`src/hw/rtl/pidc_pkg.sv`:
```
// Shared constants, widths and control types for the clamped PID controller.
`timescale 1ns / 1ps

package pidc_pkg;

    // Configuration register indexes
    localparam int          CFG_IDX_W     = 3;
    localparam int          CFG_DATA_W    = 32;
    localparam logic [2:0]  REG_GAIN_P    = 3'd0;
    localparam logic [2:0]  REG_GAIN_I    = 3'd1;
    localparam logic [2:0]  REG_GAIN_D    = 3'd2;
    localparam logic [2:0]  REG_INT_LIMIT = 3'd3;
    localparam logic [2:0]  REG_OUT_LIMIT = 3'd4;

    // Field and datapath widths
    localparam int GAIN_W   = 16;
    localparam int IN_W     = 16;
    localparam int ERR_W    = 17;
    localparam int DIFF_W   = 18;
    localparam int ACCUM_W  = 32;
    localparam int LIM_W    = 31;
    localparam int DRIVE_W  = 32;
    localparam int P0_W     = GAIN_W + ERR_W;
    localparam int P1_W     = GAIN_W + ACCUM_W;
    localparam int P2_W     = GAIN_W + DIFF_W;
    localparam int MAC_W    = 48;

    // Division by 25600 = 1024 * 25: shift, then reciprocal multiply by 25
    localparam int          SCALE_SHIFT = 10;
    localparam int          DIVIDEND_W  = MAC_W - 1 - SCALE_SHIFT;  // 37
    localparam int          SPLIT_W     = 18;
    localparam int          RECIP_W     = 32;
    localparam int          RECIP_SHIFT = 36;
    localparam logic [31:0] RECIP_25    = 32'd2748779069;           // floor(2^36 / 25)
    localparam int          QUOT_W      = 33;
    localparam int          REM_W       = 7;
    localparam logic [6:0]  DIV_ONE     = 7'd25;
    localparam logic [6:0]  DIV_TWO     = 7'd50;

    localparam logic [LIM_W-1:0] OUT_LIMIT_RESET = 31'h7FFF_FFFF;

    // Pipeline depth: input, error, products, sum, magnitude,
    // partial products, estimate, correction, output
    localparam int NUM_STAGES = 9;

    typedef struct packed {
        logic ld_in;      // load input register
        logic ld_err;     // load error stage
        logic upd_state;  // a valid request moves into the error stage
    } t_front_ctl;

endpackage

```
`src/hw/rtl/pidc_mac.sv`:
```
// Gain products and their sum.
`timescale 1ns / 1ps

module pidc_mac (
    input  logic                                     i_clk,
    input  logic [1:0]                               i_en,
    input  logic signed [pidc_pkg::GAIN_W-1:0]       i_gain_p,
    input  logic signed [pidc_pkg::GAIN_W-1:0]       i_gain_i,
    input  logic signed [pidc_pkg::GAIN_W-1:0]       i_gain_d,
    input  logic signed [pidc_pkg::ERR_W-1:0]        i_err,
    input  logic signed [pidc_pkg::ACCUM_W-1:0]      i_sum,
    input  logic signed [pidc_pkg::DIFF_W-1:0]       i_diff,
    output logic signed [pidc_pkg::MAC_W-1:0]        o_acc
);

    logic signed [pidc_pkg::P0_W-1:0]   r_p0, n_p0;
    logic signed [pidc_pkg::P1_W-1:0]   r_p1, n_p1;
    logic signed [pidc_pkg::P2_W-1:0]   r_p2, n_p2;
    logic signed [pidc_pkg::MAC_W-1:0]  r_acc, n_acc;

    // Three independent products
    always_comb begin
        n_p0 = pidc_pkg::P0_W'(i_gain_p) * pidc_pkg::P0_W'(i_err);
        n_p1 = pidc_pkg::P1_W'(i_gain_i) * pidc_pkg::P1_W'(i_sum);
        n_p2 = pidc_pkg::P2_W'(i_gain_d) * pidc_pkg::P2_W'(i_diff);
    end

    always_ff @(posedge i_clk) begin
        if (i_en[0]) begin
            r_p0 <= n_p0;
            r_p1 <= n_p1;
            r_p2 <= n_p2;
        end
    end

    // Sum the products
    assign n_acc = pidc_pkg::MAC_W'(r_p0) + pidc_pkg::MAC_W'(r_p1)
                 + pidc_pkg::MAC_W'(r_p2);

    always_ff @(posedge i_clk) begin
        if (i_en[1]) begin
            r_acc <= n_acc;
        end
    end

    assign o_acc = r_acc;

endmodule

```
`config.mk`:
```
export PLATFORM = sky130hd
export DESIGN_NAME = pidc_mac
export DESIGN_NICKNAME = d
export VERILOG_FILES = /design/src/hw/rtl/pidc_pkg.sv /design/src/hw/rtl/pidc_mac.sv
export SDC_FILE = /design/constraint.sdc
export NUM_CORES = 2
export LEC_CHECK = 0
export ABC_AREA = 1
export ABC_CLOCK_PERIOD_IN_PS = 14900
export BUFFER_PORTS_ARGS = -buffer_cell sky130_fd_sc_hd__buf_2
export CELL_PAD_IN_SITES_DETAIL_PLACEMENT = 2
export CELL_PAD_IN_SITES_GLOBAL_PLACEMENT = 2
export CORE_UTILIZATION = 43
export CTS_BUF_LIST = sky130_fd_sc_hd__clkbuf_2
export CTS_CLUSTER_DIAMETER = 120
export CTS_CLUSTER_SIZE = 30
export DETAILED_ROUTE_END_ITERATION = 10
export PLACE_DENSITY = 0.93
export SLEW_MARGIN = 10
export SYNTH_ARGS = -nofsm -noshare
export SYNTH_HDL_FRONTEND = slang
export SYNTH_SLANG_ARGS = --single-unit
```
`constraint.sdc`:
```
create_clock -name i_clk -period 14.9 [get_ports i_clk]
set_input_delay 2.235 -clock i_clk [delete_from_list [all_inputs] [get_ports i_clk]]
set_output_delay 2.235 -clock i_clk [all_outputs]
set_load 0.1 [all_outputs]
```
==> flow_metrics.env <==
export IMPL_status="finished clean"
export IMPL_worst_slew_pin_slew_ns=1.21
export IMPL_finalWirelength_mm=238
export IMPL_timing_rr_end="o_acc[21]$_DFFE_PP_"
export IMPL_final_area_um2=54600
export IMPL_io_buffers=165
export IMPL_dp_slack_ns=6.01
export IMPL_synth_top_area_share_pct=42.1
export IMPL_tns_ns=0
export IMPL_cts_hold_buf=0
export IMPL_via_per_inst=5.50
export IMPL_fillers=14100
export IMPL_synth_edf_count=163
export IMPL_grt_pass1_vias=55700
export IMPL_grt_pass1_wl_mm=359
export IMPL_antenna_found_initial=7
export IMPL_h_tree_depth=4
export IMPL_end_kind="flip-flop"
export IMPL_postSynth_topFlopCell="edfxtp_1"
export IMPL_ff2ff_path_depth=14
export IMPL_max_freq_mhz=120
export IMPL_critical_path_arrival_ns=9.20
export IMPL_setup_viol=0
export IMPL_worstSetupStartpointType="primary input"
export IMPL_cts_setup_buffers=0
export IMPL_core_area_um2=120000
export IMPL_fin_skew_ns=0.0892
export IMPL_slew_headroom_pct=19.2
export IMPL_dr_pass1_iters=7
export IMPL_synthTopCellsByCount="nand2_1 (2,106), inv_1 (2,075), fa_1 (1,100)"
export IMPL_drtIter0Drc=3093
export IMPL_area_growth_pct=4.38
export IMPL_crit_chain="buf_2, nand2_1, inv_1, fa_1, fa_1, inv_1, fa_1, fa_1, fa_1, fa_1, inv_1, ha_1, nand2_1, a21oi_1, a211oi_1, nand2_1, nor2_1, nand3_1, nand2_1"
export IMPL_critPathMaxFanout=17
export IMPL_drcViolationCount=0
export IMPL_hp_class="reg -> reg"
export IMPL_netlist_area_um2=52300
export IMPL_post_route_util_pct=45.4
export IMPL_syn_nets=8415
export IMPL_reg2reg_from="r_p2[1]$_DFFE_PP_"
export IMPL_clk_pin_slew_worst_paths_ns=0.34
export IMPL_hold_path_depth=3
export IMPL_ios=166
export IMPL_overflow=0
export IMPL_top_layer_used="met5"
export IMPL_worst_path_most_repeated_cell="fa_1"
export IMPL_critPathSlowestCell="a211oi_1"
export IMPL_cpPeakStageDelay_ns=0.75
export IMPL_crit_buf_inv=4
export IMPL_wl_per_cell_um=28.2
export IMPL_wl_met3_mm=15.7
export IMPL_cts_tree="built"
export IMPL_holdPathEnd="o_acc[0]$_DFFE_PP_"
export IMPL_synth_cells=6867
export IMPL_required_ns=15.77
export IMPL_yosys_area_top_type="fa_1"
export IMPL_min_from="r_p0[0]$_DFFE_PP_"
export IMPL_avgSynthCellArea_um2=7.62
export IMPL_ys_seq_area_share_pct=9.36
export IMPL_cts_sinks=163
export IMPL_grt_total_usage_pct=39.6
export IMPL_yosysMostFrequentCell="nand2_1"
export IMPL_die_h_um=351
export IMPL_gp_congestion=0.897
export IMPL_die_x_um=351
export IMPL_period_minus_slack_ns=8.33
export IMPL_cts_buffer_depth=2
export IMPL_layout_setup_ws_ns=6.57
export IMPL_synth_area_leaders="fa_1 (42%), nand2_1 (15%), inv_1 (15%)"
export IMPL_cts_buffers=17
export IMPL_slew_viol_final=0
export IMPL_cts_root_buf="clkbuf_2"
export IMPL_ys_warn_count=0
export IMPL_drive_gt1_share_pct=4.16
export IMPL_cts_repair_resized=0
export IMPL_cpLargestDelayFamily="adder cells"
export IMPL_synth_cell_types=36
export IMPL_ff2ff_setup_slack_ns=10.98
export IMPL_hold_violations=0
export IMPL_wl_met2_mm=119
export IMPL_num_rows=127
export IMPL_dieArea_um2=123000
export IMPL_async_flop_share_pct=0
export IMPL_wl_met1_mm=86.4
export IMPL_rsz0062_at_grt="false"
export IMPL_fin_crit_sh_pct=55.9
export IMPL_ys_seq_elements=163
export IMPL_path_class="in -> reg"
export IMPL_max_cap_viol_count=0
export IMPL_final_nets=8379
export IMPL_clk_latency_ns=0.99
export IMPL_dp_hpwl_mm=199
export IMPL_num_vias=46500
export IMPL_post_dp_cell_area_um2=54300
export IMPL_start_util_pct=43.5
export IMPL_ant_nets=0
export IMPL_crit_start="i_gain_p[1]"
export IMPL_grt_max_degree=82
[metal layers]
layer,global-route usage (%),up-vias
li1,-,19300
met5,0,-
met2,69.1,2093
met1,44.9,24200
met3,8.20,916
met4,22.9,10
[sequential cells by signal, summed over array words and instances, names as in the netlist]
| signal | flops |
|---|---|
| o_acc | 48 |
| r_p1 | 48 |
| r_p2 | 34 |
| r_p0 | 33 |
[final cells by class]
class | count | area, um^2 | area share, %
clock buffer | 17 | 85.1 | 0.156
antenna | 2 | 5.00 | 0.00917
clock inverter | 15 | 156 | 0.287
tap | 1612 | 2020 | 3.70
multi-input combinational | 4402 | 38800 | 71.0
timing repair buffer | 168 | 871 | 1.60
sequential | 163 | 4890 | 8.97
inverter | 2079 | 7800 | 14.3
[worst max-delay path by stage]
stage                              end  cells past startpoint
detailed placement  r_p1[45]$_DFFE_PP_                     19
CTS                 r_p1[45]$_DFFE_PP_                     19
global route        r_p0[32]$_DFFE_PP_                     24
floorplan           r_p0[24]$_DFFE_PP_                     21
finish              r_p0[31]$_DFFE_PP_                     19
global placement    r_p1[37]$_DFFE_PP_                     21
[logic make-up after synthesis]
group,synth area share (%)
AO/OA/AOI/OAI,1.71
flip-flops,9.36
buffers and inverters,16.5
AND/OR/NAND/NOR,20.7
adder cells (fa/ha/maj),50.0
XOR/XNOR,1.73
[through the flow]
stage | hold slack [ns] | cells
after global placement | 0.753 | 8423
after global routing | 0.917 | 8457
after detailed placement | 0.843 | 8423
final | 0.883 | 8458
after CTS | 0.888 | 8455
after floorplan | 0.680 | 6867
[cells in the final DEF, fill, tap and decap left out, drive strengths merged]
master       n
a31oi        1
o21a         7
nor3        28
o21bai       9
diode        2
inv       2081
a21oi      112
clkbuf      17
clkinvlp     3
nand2     2127
nand3b       2
buf        168
xor2        91
ha         330
and2         1
o21ai       29
bufinv       2
a211oi       1
clkinv       8
edfxtp     163
nand4       40
a21o         6
nor2       295
fa        1100
or2         24
o211ai       1
xnor2       12
nand3      178
nor4         8
[tightest hold or removal path, stage by stage (launching register included)]
cell	delay (ns)
edfxtp_1	0.42
inv_1	0.09
fa_1	0.17
inv_1	0.05
Power is left out: the tool's default activity adds up to more than one toggle a clock period on the data nets, which glitch-free logic cannot reach.
