**src/hw/rtl/pidc_pkg.sv**
```systemverilog
// Shared constants, widths and control types for the clamped PID controller.
`timescale 1ns / 1ps

package pidc_pkg;

    // Configuration register indexes
    localparam int          CFG_IDX_W     = 3;
    localparam int          CFG_DATA_W    = 32;
    localparam logic [2:0]  REG_GAIN_P    = 3'd0;
    localparam logic [2:0]  REG_GAIN_I    = 3'd1;
    localparam logic [2:0]  REG_GAIN_D    = 3'd2;
    localparam logic [2:0]  REG_INT_LIMIT = 3'd3;
    localparam logic [2:0]  REG_OUT_LIMIT = 3'd4;

    // Field and datapath widths
    localparam int GAIN_W   = 16;
    localparam int IN_W     = 16;
    localparam int ERR_W    = 17;
    localparam int DIFF_W   = 18;
    localparam int ACCUM_W  = 32;
    localparam int LIM_W    = 31;
    localparam int DRIVE_W  = 32;
    localparam int P0_W     = GAIN_W + ERR_W;
    localparam int P1_W     = GAIN_W + ACCUM_W;
    localparam int P2_W     = GAIN_W + DIFF_W;
    localparam int MAC_W    = 48;

    // Division by 25600 = 1024 * 25: shift, then reciprocal multiply by 25
    localparam int          SCALE_SHIFT = 10;
    localparam int          DIVIDEND_W  = MAC_W - 1 - SCALE_SHIFT;  // 37
    localparam int          SPLIT_W     = 18;
    localparam int          RECIP_W     = 32;
    localparam int          RECIP_SHIFT = 36;
    localparam logic [31:0] RECIP_25    = 32'd2748779069;           // floor(2^36 / 25)
    localparam int          QUOT_W      = 33;
    localparam int          REM_W       = 7;
    localparam logic [6:0]  DIV_ONE     = 7'd25;
    localparam logic [6:0]  DIV_TWO     = 7'd50;

    localparam logic [LIM_W-1:0] OUT_LIMIT_RESET = 31'h7FFF_FFFF;

    // Pipeline depth: input, error, products, sum, magnitude,
    // partial products, estimate, correction, output
    localparam int NUM_STAGES = 9;

    typedef struct packed {
        logic ld_in;      // load input register
        logic ld_err;     // load error stage
        logic upd_state;  // a valid request moves into the error stage
    } t_front_ctl;

endpackage

```
**src/hw/rtl/pidc_front.sv**
```systemverilog
// Input register, error, saturated/clamped integral and derivative stage with state.
`timescale 1ns / 1ps

module pidc_front (
    input  logic                                     i_clk,
    input  logic                                     i_rst_n,
    input  pidc_pkg::t_front_ctl                     i_ctl,
    input  logic signed [pidc_pkg::IN_W-1:0]         i_measured,
    input  logic signed [pidc_pkg::IN_W-1:0]         i_setpoint,
    input  logic [pidc_pkg::LIM_W-1:0]               i_int_limit,
    output logic signed [pidc_pkg::ERR_W-1:0]        o_err,
    output logic signed [pidc_pkg::ACCUM_W-1:0]      o_sum,
    output logic signed [pidc_pkg::DIFF_W-1:0]       o_diff
);

    localparam int ERR_W  = pidc_pkg::ERR_W;
    localparam int DIFF_W = pidc_pkg::DIFF_W;

    logic signed [pidc_pkg::IN_W-1:0]      r_measured;
    logic signed [pidc_pkg::IN_W-1:0]      r_setpoint;
    logic signed [pidc_pkg::ERR_W-1:0]     r_err,  n_err;
    logic signed [pidc_pkg::ACCUM_W-1:0]   r_sum,  n_sum;
    logic signed [pidc_pkg::DIFF_W-1:0]    r_diff, n_diff;
    logic signed [pidc_pkg::ACCUM_W-1:0]   r_accum;
    logic signed [pidc_pkg::ERR_W-1:0]     r_prev;
    logic signed [pidc_pkg::ACCUM_W:0]     sum_wide;
    logic signed [pidc_pkg::ACCUM_W-1:0]   sum_sat;
    logic signed [pidc_pkg::ACCUM_W-1:0]   lim_pos;
    logic signed [pidc_pkg::ACCUM_W-1:0]   lim_neg;

    // Hold the request fields
    always_ff @(posedge i_clk) begin
        if (i_ctl.ld_in) begin
            r_measured <= i_measured;
            r_setpoint <= i_setpoint;
        end
    end

    // Error, saturated sum with optional clamp, and difference
    always_comb begin
        n_err    = ERR_W'(r_measured) - ERR_W'(r_setpoint);
        sum_wide = (pidc_pkg::ACCUM_W + 1)'(r_accum) + (pidc_pkg::ACCUM_W + 1)'(n_err);
        if (sum_wide[pidc_pkg::ACCUM_W] != sum_wide[pidc_pkg::ACCUM_W-1]) begin
            sum_sat = sum_wide[pidc_pkg::ACCUM_W] ? 32'sh8000_0000 : 32'sh7FFF_FFFF;
        end else begin
            sum_sat = sum_wide[pidc_pkg::ACCUM_W-1:0];
        end
        lim_pos = $signed({1'b0, i_int_limit});
        lim_neg = -lim_pos;
        n_sum   = sum_sat;
        if (i_int_limit != '0) begin
            if (sum_sat > lim_pos) begin
                n_sum = lim_pos;
            end else if (sum_sat < lim_neg) begin
                n_sum = lim_neg;
            end
        end
        n_diff = DIFF_W'(n_err) - DIFF_W'(r_prev);
    end

    // Advance the error stage
    always_ff @(posedge i_clk) begin
        if (i_ctl.ld_err) begin
            r_err  <= n_err;
            r_sum  <= n_sum;
            r_diff <= n_diff;
        end
    end

    // Update the integral and previous error once per request
    always_ff @(posedge i_clk) begin
        if (!i_rst_n) begin
            r_accum <= '0;
            r_prev  <= '0;
        end else if (i_ctl.upd_state) begin
            r_accum <= n_sum;
            r_prev  <= n_err;
        end
    end

    assign o_err  = r_err;
    assign o_sum  = r_sum;
    assign o_diff = r_diff;

endmodule

```
**config.mk**
```make
export PLATFORM = sky130hd
export DESIGN_NAME = pidc_front
export DESIGN_NICKNAME = d
export VERILOG_FILES = /design/src/hw/rtl/pidc_pkg.sv /design/src/hw/rtl/pidc_front.sv
export SDC_FILE = /design/constraint.sdc
export NUM_CORES = 1
export LEC_CHECK = 0
export BUFFER_PORTS_ARGS = -buffer_cell sky130_fd_sc_hd__buf_2
export CAP_MARGIN = 30
export CORE_AREA = 2 2 204 206
export CTS_BUF_LIST = sky130_fd_sc_hd__clkbuf_8
export CTS_CLUSTER_DIAMETER = 200
export DETAILED_ROUTE_END_ITERATION = 6
export DIE_AREA = 0 0 206 208
export PLACE_DENSITY_LB_ADDON = 0.1
export SLEW_MARGIN = 0
export SYNTH_ARGS = -nofsm -noshare
export SYNTH_HDL_FRONTEND = slang
export SYNTH_SLANG_ARGS = --single-unit
```
**constraint.sdc**
```tcl
create_clock -name i_clk -period 8.4 [get_ports i_clk]
set_clock_uncertainty 0.2 [all_clocks]
set_input_delay 1.26 -clock i_clk [delete_from_list [all_inputs] [get_ports i_clk]]
set_output_delay 1.26 -clock i_clk [all_outputs]
set_load 0.02 [all_outputs]
```
==> results_dict.tcl <==
set metrics [dict create \
    status "complete, no violations" \
    grt_pass1_wl_mm 55.7 \
    relSlewSlack_pct 38.1 \
    finalCritPeriodShare_pct 95.5 \
    synth_adder_area_share_pct 15.0 \
    wl_mm 37.2 \
    synth_top_family_by_area "compound AO/OA/AOI/OAI gates" \
    required_ps 8600 \
    ys_seq_elements 148 \
    hold_ws_ps 274 \
    synth.yosys.seq_area_share_pct 35.1 \
    via_count 9747 \
    rr_worst_depth 34 \
    gp_congestion 0.853 \
    cts.clk_slew.worst_paths_ps 90 \
    reg2reg_to "r_accum[22]" \
    gr-total-overflow 0 \
    fillCellCount 4218 \
    crit_slowest_cell "or3_4" \
    final_max_slew_viol_count 0 \
    synth_edf_count 99 \
    avgSynthCellArea_um2 9.31 \
    synthMuxAreaShare_pct 3.00 \
    drive_gt1_share_pct 24.6 \
    synth-compound-area-share_pct 19.1 \
    worstSetupStartpoint "r_measured[1]" \
    grt_pass1_vias 9696 \
    worstPathArrival_ps 8230 \
    die_y_um 208 \
    cts_hold_buffers 0 \
    cp-endpoint "r_accum[22]" \
    max_freq_mhz 125 \
    insertion_delay_ps 520 \
    ys_warn_count 0 \
    area_delta_synth_final_pct 25.7 \
    cap_viol_max_count 0 \
    die_area_mm2 0.0428 \
    crit_path_end_kind "flip-flop" \
    wl_per_cell_um 18.8 \
    first_pass_iters 6 \
    cts_tree "done" \
    startpoint_type "flip-flop" \
    finish.utilization_pct 34.9 \
    yosys.area.top_type "edfxtp_1" \
    ant_nets 0 \
    numCtsBuffers 17 \
    critPathKind "flip-flop to flip-flop" \
    tightest_slew_ps 922 \
    synth_xor_area_share_pct 7.47 \
    synth_top_area_share_pct 26.4 \
    drc_errors 0 \
    via_per_inst 4.91 \
    htreeDepth 4 \
    grt_max_degree 45 \
    hp-class "flip-flop to flip-flop" \
    drtIter0Drc 423 \
    start_util_pct 27.8 \
    nNetsFinal 1641 \
    crit_fanout 9 \
    reg2reg_from "r_measured[1]" \
    cts.path.max_buffers 2 \
    cts_root_buf "clkbuf_8" \
    fin_crit_ps 8030 \
    port_buffers 134 \
    synth.net_count 1410 \
    tns_ps 0 \
    hpwl_mm 28.6 \
    syn-cell-area_mm2 0.0113 \
    numClockSinks 148 \
    reg2reg_slack_ps 370 \
    hold_violations 0 \
    antenna_found_initial 0 \
    syn_inst 1209 \
    ys_async_sr_fraction_pct 0 \
    path_common_cell "ha_1" \
    setup_viol 0 \
    synth-main-ff-cell "edfxtp_1" \
    io_pins 135 \
    synthSimpleGateAreaFrac_pct 15.5 \
    cpPeakStageDelay_ps 440 \
    fp.coreArea_mm2 0.0406 \
    synthTopCellsByArea "edfxtp_1 26%, ha_1 14%, dfxtp_1 8.7%" \
    ys_types 77 \
    track_usage_pct 17.1 \
    fp-row-count 74 \
    n_antenna_cell 0 \
    die_width_um 206 \
]
## metrics by stage
step	worst slack, ps	cells	area [um2]
2_1_floorplan	9.89	1209	11300
3_3_place_gp	-161	1930	13200
3_5_place_dp	-201	1930	13200
4_1_cts	4.17	1962	13600
5_1_grt	-105	1985	14200
6_report	374	1985	14200
## how the worst min path moves through the flow
stage	startpoint	endpoint	depth (start not counted)
floorplan	r_prev[11]	r_prev[11]	2
global placement	r_prev[11]	r_prev[11]	2
detailed placement	r_prev[11]	r_prev[11]	2
CTS	r_prev[11]	r_prev[11]	2
global route	r_prev[11]	r_prev[11]	2
finish	r_prev[11]	r_prev[11]	2
## what timing repair did
action / in CTS / in global routing
buffers inserted: 0 / 19
endpoints found under the setup margin: 63 / 64
pin swaps: 0 / 25
cloned: 0 / 4
gates resized for setup: 7 / 72
## final cells by class
class / count / area [um2] / area share (%)
Inverter: 100 / 375 / 2.65
Clock inverter: 15 / 203 / 1.43
Clock buffer: 17 / 234 / 1.65
Timing Repair Buffer: 251 / 1680 / 11.9
Multi-Input combinational cell: 922 / 7040 / 49.8
Tap cell: 532 / 666 / 4.70
Sequential cell: 148 / 3950 / 27.9
## cell usage in the layout, fill, tap and decap left out, types with 9 or more instances in the layout
cell type    n
nand4_1     22
a211oi_1    10
edfxtp_1    99
or3_1       12
mux2_4      11
mux2i_1     15
clkbuf_8    17
and3_1      13
o21ai_1     11
a21o_1      28
nor2b_1     32
a22o_1      19
buf_4      102
xor2_1      22
buf_2      133
inv_1      101
nor2_1      80
xnor2_1     68
nand2_1     75
o211ai_1    18
nor3_1      20
o21ai_0     60
o31ai_1      9
nand2b_1    11
dfxtp_1     49
a21oi_1     83
ha_1       128
nand3_1     35
## state kept, by name (all words and copies together) (netlist names)
signal and flops:
o_diff 18, o_err 17, o_sum 32, r_accum 32
r_measured 16, r_prev 17, r_setpoint 16
## worst max-delay path: cells and delay by family, from the launching register on
family	cells	cell delay [ps]
AO/OA/AOI/OAI	13	2640
AND/OR/NAND/NOR	9	1810
XOR/XNOR	2	270
adder cells (fa/ha/maj)	4	1370
buffers and inverters	4	590
multiplexers	2	590
flip-flops	1	430
## cell usage after synthesis, drive strengths merged, types with 14 or more instances
cell type	count
nor3	21
xnor2	73
a21oi	86
nand4	22
or3	14
mux2i	15
nor2	84
nand3	36
a21o	28
clkbuf	29
ha	130
nor2b	32
dfxtp	49
a22o	19
o21ai	79
nand2	76
inv	100
o211ai	18
xor2	23
edfxtp	99
## cell families (layout without fill, tap and decap cells)
logic type	count (synthesis)	after routing
adder cells (fa/ha/maj)	133	133
AO/OA/AOI/OAI	328	328
flip-flops	148	148
AND/OR/NAND/NOR	337	337
XOR/XNOR	96	96
buffers and inverters	139	383
multiplexers	28	28
## layer usage
| layer | track usage (%) | share of wire, % | up-vias |
|---|---|---|---|
| li1 | - | - | 4896 |
| met1 | 22.4 | 47 | 4679 |
| met2 | 29.1 | 48 | 141 |
| met3 | 2.52 | 2.7 | 31 |
| met4 | 5.10 | 1.8 | 0 |
| met5 | 0 | 0 | - |
Power is not shown: default switching activity piles up to over one toggle a cycle in this logic, so the estimate is an artifact.
