$ cat src/hw/rtl/pidc_pkg.sv
// Shared constants, widths and control types for the clamped PID controller.
`timescale 1ns / 1ps

package pidc_pkg;

    // Configuration register indexes
    localparam int          CFG_IDX_W     = 3;
    localparam int          CFG_DATA_W    = 32;
    localparam logic [2:0]  REG_GAIN_P    = 3'd0;
    localparam logic [2:0]  REG_GAIN_I    = 3'd1;
    localparam logic [2:0]  REG_GAIN_D    = 3'd2;
    localparam logic [2:0]  REG_INT_LIMIT = 3'd3;
    localparam logic [2:0]  REG_OUT_LIMIT = 3'd4;

    // Field and datapath widths
    localparam int GAIN_W   = 16;
    localparam int IN_W     = 16;
    localparam int ERR_W    = 17;
    localparam int DIFF_W   = 18;
    localparam int ACCUM_W  = 32;
    localparam int LIM_W    = 31;
    localparam int DRIVE_W  = 32;
    localparam int P0_W     = GAIN_W + ERR_W;
    localparam int P1_W     = GAIN_W + ACCUM_W;
    localparam int P2_W     = GAIN_W + DIFF_W;
    localparam int MAC_W    = 48;

    // Division by 25600 = 1024 * 25: shift, then reciprocal multiply by 25
    localparam int          SCALE_SHIFT = 10;
    localparam int          DIVIDEND_W  = MAC_W - 1 - SCALE_SHIFT;  // 37
    localparam int          SPLIT_W     = 18;
    localparam int          RECIP_W     = 32;
    localparam int          RECIP_SHIFT = 36;
    localparam logic [31:0] RECIP_25    = 32'd2748779069;           // floor(2^36 / 25)
    localparam int          QUOT_W      = 33;
    localparam int          REM_W       = 7;
    localparam logic [6:0]  DIV_ONE     = 7'd25;
    localparam logic [6:0]  DIV_TWO     = 7'd50;

    localparam logic [LIM_W-1:0] OUT_LIMIT_RESET = 31'h7FFF_FFFF;

    // Pipeline depth: input, error, products, sum, magnitude,
    // partial products, estimate, correction, output
    localparam int NUM_STAGES = 9;

    typedef struct packed {
        logic ld_in;      // load input register
        logic ld_err;     // load error stage
        logic upd_state;  // a valid request moves into the error stage
    } t_front_ctl;

endpackage

$ cat src/hw/rtl/pidc_div.sv
// Truncating division by 25600 and symmetric output clamp.
`timescale 1ns / 1ps

module pidc_div (
    input  logic                                     i_clk,
    input  logic [4:0]                               i_en,
    input  logic signed [pidc_pkg::MAC_W-1:0]        i_acc,
    input  logic [pidc_pkg::LIM_W-1:0]               i_out_limit,
    output logic signed [pidc_pkg::DRIVE_W-1:0]      o_drive
);

    localparam int HI_W = pidc_pkg::DIVIDEND_W - pidc_pkg::SPLIT_W;
    localparam int PH_W = HI_W + pidc_pkg::RECIP_W;
    localparam int PL_W = pidc_pkg::SPLIT_W + pidc_pkg::RECIP_W;
    localparam int PS_W = PH_W + pidc_pkg::SPLIT_W;
    localparam int M_W  = pidc_pkg::QUOT_W + 5;

    logic [pidc_pkg::MAC_W-1:0]        abs_acc;
    logic [pidc_pkg::DIVIDEND_W-1:0]   r_x4;
    logic                              r_neg4, r_neg5, r_neg6, r_neg7;
    logic [PH_W-1:0]                   r_ph, n_ph;
    logic [PL_W-1:0]                   r_pl, n_pl;
    logic [pidc_pkg::REM_W-1:0]        r_xlo5, r_xlo6;
    logic [PS_W-1:0]                   prod_sum;
    logic [pidc_pkg::QUOT_W-1:0]       r_qe, n_qe;
    logic [M_W-1:0]                    qe_x25;
    logic [pidc_pkg::REM_W-1:0]        rem;
    logic [pidc_pkg::QUOT_W-1:0]       r_q, n_q;
    logic [pidc_pkg::QUOT_W-1:0]       lim_wide;
    logic [pidc_pkg::QUOT_W-1:0]       mag;
    logic signed [pidc_pkg::DRIVE_W-1:0] r_drive, n_drive;

    // Take the magnitude and drop the power-of-two part of the scale
    assign abs_acc = i_acc[pidc_pkg::MAC_W-1] ? $unsigned(-i_acc) : $unsigned(i_acc);

    always_ff @(posedge i_clk) begin
        if (i_en[0]) begin
            r_x4   <= abs_acc[pidc_pkg::MAC_W-2:pidc_pkg::SCALE_SHIFT];
            r_neg4 <= i_acc[pidc_pkg::MAC_W-1];
        end
    end

    // Reciprocal partial products over the high and low halves
    always_comb begin
        n_ph = PH_W'(r_x4[pidc_pkg::DIVIDEND_W-1:pidc_pkg::SPLIT_W]) * PH_W'(pidc_pkg::RECIP_25);
        n_pl = PL_W'(r_x4[pidc_pkg::SPLIT_W-1:0]) * PL_W'(pidc_pkg::RECIP_25);
    end

    always_ff @(posedge i_clk) begin
        if (i_en[1]) begin
            r_ph   <= n_ph;
            r_pl   <= n_pl;
            r_xlo5 <= r_x4[pidc_pkg::REM_W-1:0];
            r_neg5 <= r_neg4;
        end
    end

    // Combine the partial products into the quotient estimate
    assign prod_sum = {r_ph, {pidc_pkg::SPLIT_W{1'b0}}} + PS_W'(r_pl);
    assign n_qe     = prod_sum[pidc_pkg::RECIP_SHIFT + pidc_pkg::QUOT_W - 1:
                               pidc_pkg::RECIP_SHIFT];

    always_ff @(posedge i_clk) begin
        if (i_en[2]) begin
            r_qe   <= n_qe;
            r_xlo6 <= r_xlo5;
            r_neg6 <= r_neg5;
        end
    end

    // Correct the estimate, which falls short by at most two
    always_comb begin
        qe_x25 = M_W'({r_qe, 4'b0}) + M_W'({r_qe, 3'b0}) + M_W'(r_qe);
        rem    = r_xlo6 - qe_x25[pidc_pkg::REM_W-1:0];
        if (rem >= pidc_pkg::DIV_TWO) begin
            n_q = r_qe + pidc_pkg::QUOT_W'(2);
        end else if (rem >= pidc_pkg::DIV_ONE) begin
            n_q = r_qe + pidc_pkg::QUOT_W'(1);
        end else begin
            n_q = r_qe;
        end
    end

    always_ff @(posedge i_clk) begin
        if (i_en[3]) begin
            r_q    <= n_q;
            r_neg7 <= r_neg6;
        end
    end

    // Clamp the magnitude and restore the sign
    always_comb begin
        lim_wide = pidc_pkg::QUOT_W'(i_out_limit);
        mag      = (r_q > lim_wide) ? lim_wide : r_q;
        n_drive  = r_neg7 ? -$signed(mag[pidc_pkg::DRIVE_W-1:0])
                          : $signed(mag[pidc_pkg::DRIVE_W-1:0]);
    end

    always_ff @(posedge i_clk) begin
        if (i_en[4]) begin
            r_drive <= n_drive;
        end
    end

    assign o_drive = r_drive;

endmodule

$ cat config.mk
export PLATFORM = sky130hd
export DESIGN_NAME = pidc_div
export DESIGN_NICKNAME = d
export VERILOG_FILES = /design/src/hw/rtl/pidc_pkg.sv /design/src/hw/rtl/pidc_div.sv
export SDC_FILE = /design/constraint.sdc
export NUM_CORES = 2
export LEC_CHECK = 0
export ABC_AREA = 0
export ABC_CLOCK_PERIOD_IN_PS = 14600
export BUFFER_PORTS_ARGS = -buffer_cell sky130_fd_sc_hd__buf_2
export CAP_MARGIN = 5
export CORE_MARGIN = 5
export CORE_UTILIZATION = 60
export DETAILED_ROUTE_END_ITERATION = 12
export MAX_ROUTING_LAYER = met4
export PLACE_DENSITY = 0.78
export SYNTH_ARGS = -nofsm -noshare
export SYNTH_HDL_FRONTEND = slang
export SYNTH_SLANG_ARGS = --single-unit
$ cat constraint.sdc
create_clock -name i_clk -period 14.6 [get_ports i_clk]
set_clock_uncertainty 0.15 [all_clocks]
set_input_delay 2.92 -clock i_clk [delete_from_list [all_inputs] [get_ports i_clk]]
set_output_delay 2.92 -clock i_clk [all_outputs]
set_load 0.01 [all_outputs]
==> results.yml <==
logic_synthesis:
  ys_seq_area_frac: 0.242
  async_flop_share: 0
  syn_area_mm2: 0.0293
  syn_inst: 2845
  synth-main-ff-cell: "edfxtp_1"
  synthTopCellsByArea: "fa_1 24%, edfxtp_1 24%, ha_1 19%"
  synth_area_leader_cell: "fa_1"
  synth.top_cell.area_share: 0.243
  yosys.cell_types.count: 65
  postSynthAreaPerCell_um2: 10.3
  synth_edf_count: 236
  synth-seq-cells: 236
  yosysMostFrequentCell: "inv_1"
  yosysWarnings: 0
  synth_common_cells: "717 x inv_1, 451 x ha_1, 356 x fa_1, 236 x edfxtp_1, 157 x xnor2_1"
  synth_nets: 3737
min_path:
  hold_end: "r_xlo6[2]"
  worstHoldStart: "r_xlo5[2]"
  hold-path-cell-count: 0
  hp-class: "flop to flop"
die:
  core.rowCount: 81
  die_area_mm2: 0.0534
  core_mm2: 0.0486
  die_h_um: 231
  start_util: 0.603
  die_x_um: 231
  pin_count: 117
sta:
  period_share: 0.511
  worst_pin_slew_ns: 1.06
  max_freq_mhz: 134
  finalSetupViolCount: 0
  hold_viol_final: 0
  relSlewSlack: 0.273
  rsz0062_at_grt: "no"
  final_max_slew_viol_count: 0
  fin_setup_tns_ns: 0
  period_minus_slack_ns: 7.46
clock_network:
  cts_resized: 0
  clk_pin_slew_ns: 0.06
  clock_path_buffers: 3
  cts_hold_buf: 0
  cts_setup_buffers: 0
  insertion_delay_ns: 0.59
  cts_tree: "yes"
  htreeDepth: 1
  cts_buffers: 29
  clock_sinks: 236
  clockRootBuffer: "clkbuf_16"
place:
  hpwl_um: 59600
  io_buffer_count: 116
  gp_congestion: 1.01
job:
  maxCapViolations: 0
critical_path:
  critical_path.max_fanout: 7
  start_kind: "flop"
  critical_path_class: "flop to flop"
  r2r_start: "r_x4[16]"
  r2r-end: "r_pl[43]"
  path_cells: "fa_1, fa_1, inv_1, fa_1, fa_1, fa_1, fa_1, inv_1, ha_1, a21oi_1, o21ai_0, o2111ai_1, a31oi_1, a311oi_1, nor2b_1, nor2_1, o21ai_0, xor2_1"
  cp_slowest_cell: "fa_1"
  reg2reg_setup_slack_ns: 7.14
  cp-end-kind: "flop"
  critPathMostFrequentCell: "fa_1"
  worstPathArrival_ns: 7.62
  rr_worst_depth: 18
  critPathRequiredTime_ns: 14.77
  cpPeakStageDelay_ns: 0.58
routing:
  route.vias.total: 20014
  drt-met1-wl_um: 29400
  viasPerCell: 5.54
  dr.pass1.iters: 5
  avgRoutedWirePerCell_um: 19.0
  drt_iter0_markers: 1229
  wl_met3_um: 5820
  ant_nets: 0
  dr.max_layer_used: "met4"
  routed-wl-met2_um: 31900
  wl_um: 68700
  drc: 0
layout:
  fill_cells: 3811
  drive_gt1_frac: 0.0622
  area_delta_synth_final_pct: 7.51
  finalNetCount: 3865
global_route:
  grt_max_degree: 85
  antenna_found_initial: 1
  grt_pass1_wl_um: 111000
  grt_pass1_vias: 21324
  grtUsageTotal: 0.272
  overflow: 0
outcome:
  status: "complete, no violations"
-- cells by family after synthesis --
family	share of synthesized area
AO/OA/AOI/OAI	0.0835
XOR/XNOR	0.0654
adder cells (fa/ha/maj)	0.435
buffers and inverters	0.0949
flip-flops	0.242
multiplexers	0.00384
AND/OR/NAND/NOR	0.0756
-- metrics by stage --
step / hold slack, ns / worst slack [ns] / area [um2] / utilization / cells
2_1_floorplan: 0.250 / 7.12 / 29300 / - / 2845
3_3_place_gp: 0.252 / 6.86 / 30600 / 0.630 / 3564
3_5_place_dp: 0.255 / 6.76 / 30600 / 0.630 / 3564
4_1_cts: 0.264 / 7.16 / 31500 / 0.648 / 3613
5_1_grt: 0.270 / 6.78 / 31500 / 0.648 / 3614
6_report: 0.264 / 7.14 / 31500 / 0.648 / 3615
-- sequential cells by signal, indices dropped and copies added, names as in the netlist --
| register | cells |
|---|---|
| r_q | 33 |
| r_xlo5 | 5 |
| r_neg5 | 1 |
| r_xlo6 | 7 |
| r_neg7 | 1 |
| r_neg6 | 1 |
| o_drive | 32 |
| r_neg4 | 1 |
| r_ph | 51 |
| r_pl | 34 |
| r_x4 | 37 |
| r_qe | 33 |
-- cell type report --
type	count	area, um2	share of cell area
Sequential cell	236	7090	0.225
Inverter	717	2690	0.0853
Clock inverter	16	158	0.00500
Clock buffer	33	741	0.0235
Timing Repair Buffer	120	613	0.0194
Tap cell	622	778	0.0247
Multi-Input combinational cell	1869	19500	0.617
Antenna cell	2	5.00	0.000159
-- critical path: cells and delay by family, from the launching register on --
kind | cells | cell delay [ns]
adder cells (fa/ha/maj) | 7 | 3.72
AO/OA/AOI/OAI | 6 | 2.05
flip-flops | 1 | 0.56
AND/OR/NAND/NOR | 2 | 0.41
XOR/XNOR | 1 | 0.17
buffers and inverters | 2 | 0.12
-- worst max-delay path by stage --
| stage | startpoint | to |
|---|---|---|
| after floorplan | i_out_limit[10] | o_drive[26] |
| after global routing | r_x4[20] | r_ph[48] |
| after detailed placement | i_out_limit[10] | o_drive[30] |
| after global placement | i_out_limit[10] | o_drive[26] |
| final | r_x4[16] | r_pl[43] |
| after CTS | r_x4[29] | r_ph[48] |
-- cells in the final DEF, fill, tap and decap left out, drive strengths merged, types with 6 or more instances in the layout --
| cell | instances |
|---|---|
| edfxtp | 236 |
| and3 | 15 |
| a21o | 60 |
| nand4 | 29 |
| fa | 356 |
| a21oi | 112 |
| clkinv | 7 |
| xor2 | 62 |
| mux2i | 9 |
| buf | 120 |
| o21bai | 9 |
| nand2b | 9 |
| nand2 | 112 |
| ha | 451 |
| or3 | 20 |
| a21boi | 6 |
| o31ai | 23 |
| nor3 | 34 |
| nand3 | 38 |
| nor4 | 12 |
| a211oi | 10 |
| o21a | 21 |
| or2 | 11 |
| xnor2 | 157 |
| inv | 722 |
| nor2b | 21 |
| o211ai | 8 |
| and2 | 11 |
| o21ai | 84 |
| nor2 | 112 |
| or4 | 12 |
| clkbuf | 33 |
| a31oi | 12 |
-- per-layer routing --
metal  vias up  track usage
met4         0       0.0607
li1       9549            -
met1      9743        0.360
met5         -            -
met2       614        0.432
met3       108       0.0658
Power is left out: the tool's default activity adds up to more than one toggle a clock period on the data nets, which glitch-free logic cannot reach.
